===== config.mk =====
export PLATFORM = sky130hd
export DESIGN_NAME = dac_waveform_sample_generator_flat
export DESIGN_NICKNAME = d
export VERILOG_FILES = /design/src/rtl/dwsg_pkg.sv /design/src/rtl/dwsg_if.sv /design/src/rtl/dac_waveform_sample_generator.sv /design/src/rtl/dwsg_front.sv /design/src/rtl/dwsg_div.sv /design/src/rtl/dwsg_back.sv /design/src/flat_wrapper.sv
export SDC_FILE = /design/constraint.sdc
export NUM_CORES = 2
export LEC_CHECK = 0
export BUFFER_PORTS_ARGS = -buffer_cell sky130_fd_sc_hd__buf_2
export CAP_MARGIN = 25
export CORE_MARGIN = 1.5
export CORE_UTILIZATION = 55
export DETAILED_ROUTE_END_ITERATION = 8
export PLACE_DENSITY = 0.81
export SETUP_SLACK_MARGIN = 0.2
export SLEW_MARGIN = 40
export SYNTH_ARGS = -nofsm -noshare
export SYNTH_HDL_FRONTEND = slang
export SYNTH_HIERARCHICAL = 1
export SYNTH_SLANG_ARGS = --single-unit

===== constraint.sdc =====
create_clock -name clk -period 14.3 [get_ports clk]
set_clock_uncertainty 0.2 [all_clocks]
set_input_delay 2.86 -clock clk [delete_from_list [all_inputs] [get_ports clk]]
set_output_delay 2.86 -clock clk [all_outputs]
set_load 0.005 [all_outputs]

===== src/rtl/dwsg_pkg.sv =====
// Types, constants and the sine table builder of the waveform generator.
// No dependencies.
package dwsg_pkg;

  localparam int IDX_W      = 12;
  localparam int SMP_W      = 12;
  localparam int MODE_W     = 2;
  localparam int PPP_W      = 13;
  localparam int RATIO_W    = 17;
  localparam int CFG_DATA_W = 17;
  localparam int CFG_IDX_W  = 2;

  localparam int MAX_POINTS       = 4096;
  localparam int SINE_TABLE_DEPTH = 1024;
  localparam int PHASE_W          = $clog2(SINE_TABLE_DEPTH);
  localparam int ROM_DEPTH        = SINE_TABLE_DEPTH / 4;
  localparam int ROM_AW           = $clog2(ROM_DEPTH);
  localparam int MAG_W            = 15;

  localparam int DAC_FULL  = 4095;
  localparam int RATIO_ONE = 65536;

  localparam int HALF_W = PPP_W - 1;          // h = n/2
  localparam int D_W    = PPP_W - 2;          // d = h-1, also the ramp position
  localparam int AMP_W  = 29;                 // 4095 * ratio
  localparam int PROD_W = AMP_W + D_W;
  localparam int DVD_W  = 24;
  localparam int DVS_W  = PPP_W;
  localparam int QUO_W  = 12;
  localparam int SPROD_W = AMP_W + 1 + MAG_W + 1;

  localparam longint unsigned HALF_PI_Q30 = 64'd1686629713;

  // Taylor term divisors (2k)(2k+1) for k = 1..6
  localparam longint unsigned TAYLOR_DIV [6] = '{6, 20, 42, 72, 110, 156};

  typedef enum logic [MODE_W-1:0] {
    MODE_SINE     = 2'd0,
    MODE_SQUARE   = 2'd1,
    MODE_TRIANGLE = 2'd2,
    MODE_SINE_ALT = 2'd3
  } wave_mode_t;

  localparam logic [CFG_IDX_W-1:0] REG_WAVE_MODE = 2'd0;
  localparam logic [CFG_IDX_W-1:0] REG_POINTS    = 2'd1;
  localparam logic [CFG_IDX_W-1:0] REG_RATIO     = 2'd2;

  typedef struct packed {
    wave_mode_t              mode;
    logic [PPP_W-1:0]        n;
    logic [HALF_W-1:0]       h;
    logic [D_W-1:0]          d;
    logic [AMP_W-1:0]        amp;
  } cfg_t;

  typedef struct packed {
    logic valid;
    logic err;
    logic pend;
    logic tri_zero;
    logic sq_high;
  } ctl_t;

  typedef logic [MAG_W-1:0] sin_rom_t [ROM_DEPTH];

  // |sin(pi/2 * q/ROM_DEPTH)| in Q15, Taylor series to x^13 in Q2.30
  function automatic logic [MAG_W-1:0] sin_mag(input int unsigned q);
    longint unsigned x;
    longint unsigned term;
    longint          sum;
    int unsigned     k;
    x    = (longint'(q) * HALF_PI_Q30) >> ROM_AW;
    term = x;
    sum  = longint'(x);
    for (k = 1; k <= 6; k++) begin
      term = (term * x) >> 30;
      term = (term * x) >> 30;
      term = term / TAYLOR_DIV[k-1];
      if (k[0]) sum = sum - longint'(term);
      else      sum = sum + longint'(term);
    end
    if (sum < 0) sum = 0;
    sum = (sum + 16384) >>> 15;
    if (sum > 32767) sum = 32767;
    return MAG_W'(sum);
  endfunction

  function automatic sin_rom_t sin_rom_build();
    sin_rom_t rom;
    for (int q = 0; q < ROM_DEPTH; q++) rom[q] = sin_mag(q);
    return rom;
  endfunction

  localparam logic [MAG_W-1:0] SIN_PEAK = sin_mag(ROM_DEPTH);

endpackage


===== src/rtl/dwsg_if.sv =====
// Request channels of the waveform generator: index in, sample out.
// Depends on dwsg_pkg.
interface dwsg_in_if;
  import dwsg_pkg::*;
  logic             valid;
  logic             ready;
  logic [IDX_W-1:0] sample_index;
  modport source (output valid, sample_index, input ready);
  modport sink   (input valid, sample_index, output ready);
endinterface

interface dwsg_out_if;
  import dwsg_pkg::*;
  logic             valid;
  logic             ready;
  logic [SMP_W-1:0] sample;
  logic             period_end;
  logic             index_error;
  modport source (output valid, sample, period_end, index_error, input ready);
  modport sink   (input valid, sample, period_end, index_error, output ready);
endinterface


===== src/rtl/dac_waveform_sample_generator.sv =====
// DAC waveform sample generator: sine, square or triangle code per index.
// Usage:
//   sample_in carries a sample_index request (valid/ready). sample_out returns
//   one result per request in order: a 12-bit sample, period_end on the last
//   point of the period and index_error for an index at or past the period.
//   The cfg port (cfg_write, cfg_index, cfg_data) sets wave_mode (index 0),
//   points_per_period (1) and amplitude_ratio (2); write it only while idle.
//   Throughput is one request per clock while sample_out is not stalled. The
//   pipe has 18 register stages: 3 front stages, 12 divider stages (one
//   quotient bit each, for the sine phase and the triangle scaling) and 3
//   back stages.
//   The whole pipe moves as one: while sample_out.valid is high and
//   sample_out.ready low, sample_in.ready drops and every stage holds.
//   Reset is synchronous: the pipe empties and the registers return to sine,
//   256 points per period and full-scale ratio.
// Depends on dwsg_pkg, dwsg_if, dwsg_front, dwsg_div, dwsg_back.
module dac_waveform_sample_generator (
  input  logic                            clk,
  input  logic                            rst,
  dwsg_in_if.sink                         sample_in,
  dwsg_out_if.source                      sample_out,
  input  logic                            cfg_write,
  input  logic [dwsg_pkg::CFG_IDX_W-1:0]  cfg_index,
  input  logic [dwsg_pkg::CFG_DATA_W-1:0] cfg_data
);
  import dwsg_pkg::*;

  wave_mode_t         wave_mode;
  logic [PPP_W-1:0]   points_per_period;
  logic [RATIO_W-1:0] amplitude_ratio;
  logic [RATIO_W-1:0] r_eff;
  logic [AMP_W-1:0]   amp;
  cfg_t               cfg;
  logic               adv;
  ctl_t               ctl_f, ctl_d;
  logic [DVD_W-1:0]   dvd;
  logic [DVS_W-1:0]   dvs;
  logic [QUO_W-1:0]   quo;

  always_ff @(posedge clk) begin
    if (rst) begin
      wave_mode         <= MODE_SINE;
      points_per_period <= PPP_W'(256);
      amplitude_ratio   <= RATIO_W'(RATIO_ONE);
    end else if (cfg_write) begin
      case (cfg_index)
        REG_WAVE_MODE: wave_mode         <= wave_mode_t'(cfg_data[MODE_W-1:0]);
        REG_POINTS:    points_per_period <= cfg_data[PPP_W-1:0];
        REG_RATIO:     amplitude_ratio   <= cfg_data[RATIO_W-1:0];
        default: ;
      endcase
    end
  end

  assign r_eff = (amplitude_ratio > RATIO_W'(RATIO_ONE)) ? RATIO_W'(RATIO_ONE)
                                                         : amplitude_ratio;

  // registered; first used by the amplitude product behind the m1 register
  always_ff @(posedge clk) begin
    amp <= (AMP_W'(r_eff) << 12) - AMP_W'(r_eff);
  end

  always_comb begin
    cfg.mode = wave_mode;
    cfg.n    = (points_per_period > PPP_W'(MAX_POINTS)) ? PPP_W'(MAX_POINTS)
                                                         : points_per_period;
    cfg.h    = cfg.n[PPP_W-1:1];
    cfg.d    = (cfg.h > HALF_W'(1)) ? D_W'(cfg.h - HALF_W'(1)) : D_W'(1);
    cfg.amp  = amp;
  end

  assign adv             = !sample_out.valid || sample_out.ready;
  assign sample_in.ready = adv;

  dwsg_front u_front (
    .clk          (clk),
    .rst          (rst),
    .adv          (adv),
    .in_valid     (sample_in.valid),
    .sample_index (sample_in.sample_index),
    .cfg          (cfg),
    .ctl_out      (ctl_f),
    .dvd_out      (dvd),
    .dvs_out      (dvs)
  );

  dwsg_div u_div (
    .clk     (clk),
    .rst     (rst),
    .adv     (adv),
    .ctl_in  (ctl_f),
    .dvd     (dvd),
    .dvs     (dvs),
    .ctl_out (ctl_d),
    .quo     (quo)
  );

  dwsg_back u_back (
    .clk         (clk),
    .rst         (rst),
    .adv         (adv),
    .cfg         (cfg),
    .ctl_in      (ctl_d),
    .quo         (quo),
    .out_valid   (sample_out.valid),
    .sample      (sample_out.sample),
    .period_end  (sample_out.period_end),
    .index_error (sample_out.index_error)
  );

endmodule


===== src/rtl/dwsg_front.sv =====
// Front stages: index checks, ramp position, amplitude product, divider operands.
// Depends on dwsg_pkg.
module dwsg_front (
  input  logic                       clk,
  input  logic                       rst,
  input  logic                       adv,
  input  logic                       in_valid,
  input  logic [dwsg_pkg::IDX_W-1:0] sample_index,
  input  dwsg_pkg::cfg_t             cfg,
  output dwsg_pkg::ctl_t             ctl_out,
  output logic [dwsg_pkg::DVD_W-1:0] dvd_out,
  output logic [dwsg_pkg::DVS_W-1:0] dvs_out
);
  import dwsg_pkg::*;

  ctl_t              ctl0, ctl1, ctl2, ctl3;
  logic [IDX_W-1:0]  j0;
  logic [D_W-1:0]    m0, m1;
  logic [IDX_W-1:0]  i1, i2;
  logic [PROD_W-1:0] prod2;
  logic [PROD_W:0]   tri_num;
  logic [DVD_W-1:0]  dvd3;
  logic [DVS_W-1:0]  dvs3;

  always_comb begin
    ctl0.valid    = in_valid;
    ctl0.err      = {1'b0, sample_index} >= cfg.n;
    ctl0.pend     = {1'b0, sample_index} == (cfg.n - PPP_W'(1));
    ctl0.sq_high  = sample_index < cfg.h;
    j0            = sample_index - cfg.h;
    ctl0.tri_zero = !ctl0.sq_high && (j0 > IDX_W'(cfg.d));
    m0 = ctl0.sq_high ? D_W'(sample_index) : (cfg.d - D_W'(j0));
  end

  // triangle: 2*amp*m + 65536*d, then drop the 2^17 scale before dividing by d
  assign tri_num = {prod2, 1'b0} + ((PROD_W+1)'(cfg.d) << 16);

  always_ff @(posedge clk) begin
    if (rst) begin
      ctl1 <= '0;
      ctl2 <= '0;
      ctl3 <= '0;
    end else if (adv) begin
      ctl1 <= ctl0;
      ctl2 <= ctl1;
      ctl3 <= ctl2;
    end
  end

  always_ff @(posedge clk) begin
    if (adv) begin
      i1    <= sample_index;
      m1    <= m0;
      i2    <= i1;
      prod2 <= PROD_W'(cfg.amp * m1);
      if (cfg.mode == MODE_TRIANGLE) begin
        dvd3 <= tri_num[PROD_W -: DVD_W];
        dvs3 <= DVS_W'(cfg.d);
      end else begin
        dvd3 <= DVD_W'(i2) << PHASE_W;
        dvs3 <= cfg.n;
      end
    end
  end

  assign ctl_out = ctl3;
  assign dvd_out = dvd3;
  assign dvs_out = dvs3;

endmodule


===== src/rtl/dwsg_div.sv =====
// Pipelined restoring divider, one quotient bit per stage.
// Depends on dwsg_pkg.
module dwsg_div (
  input  logic                       clk,
  input  logic                       rst,
  input  logic                       adv,
  input  dwsg_pkg::ctl_t             ctl_in,
  input  logic [dwsg_pkg::DVD_W-1:0] dvd,
  input  logic [dwsg_pkg::DVS_W-1:0] dvs,
  output dwsg_pkg::ctl_t             ctl_out,
  output logic [dwsg_pkg::QUO_W-1:0] quo
);
  import dwsg_pkg::*;

  ctl_t             ctl_r [QUO_W];
  logic [DVD_W-1:0] rem_r [QUO_W];
  logic [DVS_W-1:0] dvs_r [QUO_W];
  logic [QUO_W-1:0] quo_r [QUO_W];

  for (genvar s = 0; s < QUO_W; s++) begin : g_stage
    localparam int BIT = QUO_W - 1 - s;
    ctl_t             c_in;
    logic [DVD_W-1:0] r_in;
    logic [DVS_W-1:0] d_in;
    logic [QUO_W-1:0] q_in;
    logic [DVD_W-1:0] trial;

    if (s == 0) begin : g_first
      assign c_in = ctl_in;
      assign r_in = dvd;
      assign d_in = dvs;
      assign q_in = '0;
    end else begin : g_next
      assign c_in = ctl_r[s-1];
      assign r_in = rem_r[s-1];
      assign d_in = dvs_r[s-1];
      assign q_in = quo_r[s-1];
    end

    assign trial = DVD_W'(d_in) << BIT;

    always_ff @(posedge clk) begin
      if (rst) ctl_r[s] <= '0;
      else if (adv) ctl_r[s] <= c_in;
    end

    always_ff @(posedge clk) begin
      if (adv) begin
        dvs_r[s] <= d_in;
        if (r_in >= trial) begin
          rem_r[s] <= r_in - trial;
          quo_r[s] <= q_in | (QUO_W'(1) << BIT);
        end else begin
          rem_r[s] <= r_in;
          quo_r[s] <= q_in;
        end
      end
    end
  end

  assign ctl_out = ctl_r[QUO_W-1];
  assign quo     = quo_r[QUO_W-1];

endmodule


===== src/rtl/dwsg_back.sv =====
// Back stages: sine fold and table, amplitude multiply, rounding, square and triangle select, output register.
// Depends on dwsg_pkg.
module dwsg_back (
  input  logic                       clk,
  input  logic                       rst,
  input  logic                       adv,
  input  dwsg_pkg::cfg_t             cfg,
  input  dwsg_pkg::ctl_t             ctl_in,
  input  logic [dwsg_pkg::QUO_W-1:0] quo,
  output logic                       out_valid,
  output logic [dwsg_pkg::SMP_W-1:0] sample,
  output logic                       period_end,
  output logic                       index_error
);
  import dwsg_pkg::*;

  localparam sin_rom_t SIN_ROM = sin_rom_build();
  localparam int FOLD_W = PHASE_W - 1;

  ctl_t                      ctl1, ctl2;
  logic [FOLD_W-1:0]         fold;
  logic [FOLD_W-1:0]         qf;
  logic [MAG_W-1:0]          mag;
  logic signed [MAG_W:0]     s1;
  logic [SMP_W-1:0]          alt1, alt2;
  logic [AMP_W:0]            sq_hi_sum, sq_lo_sum;
  logic [SMP_W-1:0]          sq_val;
  logic signed [SPROD_W-1:0] sprod2;
  logic signed [SPROD_W:0]   v;
  logic [SPROD_W-32:0]       v_hi;
  logic [SMP_W-1:0]          sine_val;
  logic                      is_sine;

  // second half of the period goes negative; fold the quarter above the peak
  always_comb begin
    fold = quo[FOLD_W-1:0];
    qf   = (fold > FOLD_W'(ROM_DEPTH)) ? (FOLD_W'(2 * ROM_DEPTH) - fold) : fold;
    mag  = qf[ROM_AW] ? SIN_PEAK : SIN_ROM[qf[ROM_AW-1:0]];
  end

  assign sq_hi_sum = (AMP_W+1)'(1 << 28) + (AMP_W+1)'(cfg.amp);
  assign sq_lo_sum = (AMP_W+1)'(1 << 28) - (AMP_W+1)'(cfg.amp);
  assign sq_val    = ctl_in.sq_high ? SMP_W'(sq_hi_sum >> 17) : SMP_W'(sq_lo_sum >> 17);
  assign is_sine   = (cfg.mode != MODE_SQUARE) && (cfg.mode != MODE_TRIANGLE);

  // 4095*2^31 + 2^31 = 2^43
  assign v    = (SPROD_W+1)'(sprod2) + (SPROD_W+1)'(64'd1 << 43);
  assign v_hi = v[SPROD_W:32];
  assign sine_val = (v_hi > (SPROD_W-31)'(DAC_FULL)) ? SMP_W'(DAC_FULL) : SMP_W'(v_hi);

  always_ff @(posedge clk) begin
    if (rst) begin
      ctl1      <= '0;
      ctl2      <= '0;
      out_valid <= 1'b0;
    end else if (adv) begin
      ctl1      <= ctl_in;
      ctl2      <= ctl1;
      out_valid <= ctl2.valid;
    end
  end

  always_ff @(posedge clk) begin
    if (adv) begin
      s1 <= quo[FOLD_W] ? -$signed({1'b0, mag}) : $signed({1'b0, mag});
      case (cfg.mode)
        MODE_SQUARE:   alt1 <= sq_val;
        MODE_TRIANGLE: alt1 <= ctl_in.tri_zero ? '0 : quo;
        default:       alt1 <= '0;
      endcase
      sprod2 <= SPROD_W'($signed({1'b0, cfg.amp}) * s1);
      alt2   <= alt1;
      if (ctl2.err)     sample <= '0;
      else if (is_sine) sample <= sine_val;
      else              sample <= alt2;
      period_end  <= ctl2.pend && !ctl2.err;
      index_error <= ctl2.err;
    end
  end

endmodule


===== src/flat_wrapper.sv =====
// flat-port wrapper written by rule: the top's interface ports become plain ports
module dac_waveform_sample_generator_flat import dwsg_pkg::*;
  (clk, rst, cfg_write, cfg_index, cfg_data, sample_in_valid, sample_in_sample_index, sample_in_ready, sample_out_valid, sample_out_sample, sample_out_period_end, sample_out_index_error, sample_out_ready);
  dwsg_in_if sample_in_i ();
  dwsg_out_if sample_out_i ();
  input  logic clk;
  input  logic rst;
  input  logic cfg_write;
  input  logic [dwsg_pkg::CFG_IDX_W-1:0] cfg_index;
  input  logic [dwsg_pkg::CFG_DATA_W-1:0] cfg_data;
  input wire logic [$bits(sample_in_i.valid)-1:0] sample_in_valid;
  input wire logic [$bits(sample_in_i.sample_index)-1:0] sample_in_sample_index;
  output wire logic [$bits(sample_in_i.ready)-1:0] sample_in_ready;
  output wire logic [$bits(sample_out_i.valid)-1:0] sample_out_valid;
  output wire logic [$bits(sample_out_i.sample)-1:0] sample_out_sample;
  output wire logic [$bits(sample_out_i.period_end)-1:0] sample_out_period_end;
  output wire logic [$bits(sample_out_i.index_error)-1:0] sample_out_index_error;
  input wire logic [$bits(sample_out_i.ready)-1:0] sample_out_ready;
  assign sample_in_i.valid = sample_in_valid;
  assign sample_in_i.sample_index = sample_in_sample_index;
  assign sample_in_ready = sample_in_i.ready;
  assign sample_out_valid = sample_out_i.valid;
  assign sample_out_sample = sample_out_i.sample;
  assign sample_out_period_end = sample_out_i.period_end;
  assign sample_out_index_error = sample_out_i.index_error;
  assign sample_out_i.ready = sample_out_ready;
  dac_waveform_sample_generator u_core (.clk(clk), .rst(rst), .sample_in(sample_in_i), .sample_out(sample_out_i), .cfg_write(cfg_write), .cfg_index(cfg_index), .cfg_data(cfg_data));
endmodule

==> flow_summary_export.csv <==
group,metric,value,unit
sta,fmax,0.121,GHz
critical_path,worstPathArrival,8.41,ns
critical_path,worstPathRequired,14.47,ns
floorplan,fp.dieH,356,um
critical_path,slowest_delay,0.81,ns
cts,post-cts-setup-buffer-count,0,
synthesis,synthArstFlopShare,0,%
synthesis,yosysMostFrequentCell,"inv_1",
finish,fin_nets,8042,
drt,via_count,51600,
critical_path,crit_path_end_kind,"flip-flop",
synthesis,synth_edf_count,710,
sta,slew_violations,0,
cts,cts_tree,"built",
synthesis,yosys_register_bits,793,
floorplan,start_util,55.4,%
placement,pre_cts_slack,6.23,ns
cts,cts_sinks,793,
critical_path,rr_startpoint,"u_core/u_back/s1[15]",
synthesis,synth_seq_area_share,33.5,%
placement,port_buffers,51,
grt,grt_max_degree,181,
cts,cts_made_buffers,78,
critical_path,crit_family,"adder cells",
synthesis,yosys-top-cells-count,"inv_1, nand2_1, edfxtp_1, fa_1, ha_1",
synthesis,syn_avg_cell_area,9.80,sq um
cts,ctsHoldBuffers,0,
floorplan,design.core.area,124000,sq um
floorplan,dieArea,127000,sq um
sta,slew_headroom,38.4,%
synthesis,synth_top_cell_by_area,"edfxtp_1",
grt,grtUsageTotal,27.6,%
floorplan,ioPinCount,52,
cts,post_cts_resized,0,
critical_path,rr_worst_depth,20,
worst_hold_path,hold_path_class,"reg2reg",
worst_hold_path,min_from,"u_core/u_front/i1[11]",
flow_run,max_cap_violations,0,
sta,setup_slack,6.06,ns
critical_path,critical_path.cell_chain,"clkinv_1 -> nor2_1 -> fa_1 -> fa_1 -> fa_1 -> fa_1 -> fa_1 -> inv_1 -> fa_1 -> inv_1 -> ha_1 -> nand3_1 -> a2111oi_1 -> a211oi_2 -> o311ai_0 -> o211ai_1 -> o31a_1 -> nand2b_1 -> a21oi_1 -> xnor2_1",
critical_path,crit_top_cell,"fa_1",
drt,drc_errors,8,
sta,tns,0,ns
finish,drive_above_1_share,6.00,%
sta,holdWs,0.217,ns
synthesis,synth-main-ff-cell,"edfxtp_1",
placement,place_hpwl,129000,um
cts,cts-root-buf,"clkbuf_16",
synthesis,synthesis.area,68600,sq um
placement,routabilityCongestion,0.974,
cts,h-tree-depth,3,
drt,initialDrtViolationCount,4971,
sta,grt_setup_unrepaired,"false",
critical_path,slowest_stage,"clkinv_1",
status,status,"complete, but fails checks",
cts,clk_pin_slew,0.07,ns
critical_path,worst-path-stages,20,
synthesis,syn_nets,8134,
synthesis,yosys_warnings,6,
synthesis,yosys-top-cells-area,"edfxtp_1, fa_1, ha_1",
critical_path,crit_path_max_fanout,21,
sta,setup_viol,0,
sta,final.min_clock_period,8.24,ns
drt,vias_per_cell,5.99,
sta,worst_pin_slew,0.917,ns
floorplan,die_x,356,um
critical_path,crit_end,"u_core/u_back/sprod2[44]",
sta,period_share,57.6,%
critical_path,cp-start-kind,"flip-flop",
cts,clock_latency,0.62,ns
grt,overflow,0,
drt,wl_per_cell,20.3,um
synthesis,synth_cell_types,114,
critical_path,critPathKind,"reg2reg",
grt,antenna_found_initial,2,
synthesis,syn-instance-count,7000,
finish,area_growth,6.97,%
cts,clockBufferDepth,3,
synthesis,synth_top_area_share,31.1,%
status,violations,"design-rule violations",
critical_path,path_buf_inv,3,
drt,antenna_left,0,
critical_path,rrSetupSlack,6.06,ns
drt,firstDrtPassIters,9,
drt,wl,175000,um
critical_path,crit_path_start,"u_core/u_back/s1[15]",
critical_path,worstReg2RegEnd,"u_core/u_back/sprod2[44]",
floorplan,core.rowCount,129,
sta,hold_violations,0,
grt,grt_pass1_vias,52900,
grt,grt_pass1_wl,279000,um
sequential cells by signal, summed over array words and instances, names as in the netlist, 13 cells and up:
| signal | count |
|---|---|
| u_core/u_front/prod2 | 25 |
| u_core/u_div/ctl_r | 60 |
| u_core/u_div/quo_r | 78 |
| u_core/u_front/dvs_out | 13 |
| u_core/amplitude_ratio | 17 |
| u_core/u_div/dvs_r | 143 |
| u_core/u_back/sprod2 | 14 |
| u_core/amp | 29 |
| u_core/u_front/dvd_out | 24 |
| u_core/u_div/rem_r | 264 |
| u_core/u_back/s1 | 16 |
| u_core/points_per_period | 13 |
worst min-delay path by stage:
stage          cells after the start  slack [ns]                        end
3_5_place_dp                       0        0.20  u_core/u_div/quo_r[1][19]
3_3_place_gp                       0        0.20      u_core/u_back/alt2[9]
5_1_grt                            0        0.22  u_core/u_div/quo_r[2][22]
2_1_floorplan                      0        0.20      u_core/u_back/alt2[0]
6_report                           0        0.22      u_core/u_front/i2[11]
4_1_cts                            0        0.21   u_core/u_div/quo_r[1][8]
layout by cell type (no fill, tap or decap), drive strengths merged, types with 39 or more instances in the layout:
| cell | n |
|---|---|
| a211oi | 43 |
| a21o | 79 |
| a21oi | 357 |
| a31oi | 59 |
| and2 | 404 |
| buf | 171 |
| clkbuf | 93 |
| dfxtp | 83 |
| edfxtp | 710 |
| fa | 630 |
| ha | 468 |
| inv | 971 |
| mux2 | 44 |
| nand2 | 827 |
| nand2b | 71 |
| nand3 | 109 |
| nand4 | 43 |
| nor2 | 375 |
| nor2b | 50 |
| nor3 | 110 |
| nor4 | 44 |
| o211ai | 56 |
| o21a | 39 |
| o21ai | 289 |
| or3 | 49 |
| xnor2 | 158 |
| xor2 | 121 |
final cells by class:
type	count	area [sq um]
Clock inverter	51	548
Inverter	969	3640
Sequential cell	793	23000
Multi-Input combinational cell	4895	40700
Fill cell	9994	50400
Antenna cell	1	2.50
Tap cell	1637	2050
Timing Repair Buffer	171	1380
Clock buffer	93	2070
kinds of logic after synthesis:
kind of cell	after synthesis	synth area share, %
adders and majority gates	1098	26.9
DFF	793	33.5
xor gates and xnor gates	280	3.62
and+or+nand+nor	2212	15.8
buffers and inverters	1312	7.35
AOI/OAI and AO/OA	1225	11.6
muxes	80	1.25
layer usage:
layer | global-route usage (%) | share of wire (%) | vias to the layer above
met5 | 0 | 0 | -
met4 | 11.9 | 4.5 | 0
met3 | 5.12 | 8.9 | 516
met2 | 45.6 | 47 | 2523
met1 | 35.5 | 39 | 25100
li1 | - | - | 23400
stage by stage:
| step | instances | cell area (sq um) | utilization [%] |
|---|---|---|---|
| 2_1_floorplan | 7000 | 68600 | - |
| 6_report | 8610 | 73400 | 59.3 |
| 5_1_grt | 8609 | 73400 | 59.3 |
| 4_1_cts | 8608 | 73400 | 59.3 |
| 3_5_place_dp | 8464 | 70700 | 57.1 |
| 3_3_place_gp | 8429 | 70300 | 56.8 |
Power is left out: the tool's default activity adds up to more than one toggle a clock period on the data nets, which glitch-free logic cannot reach.
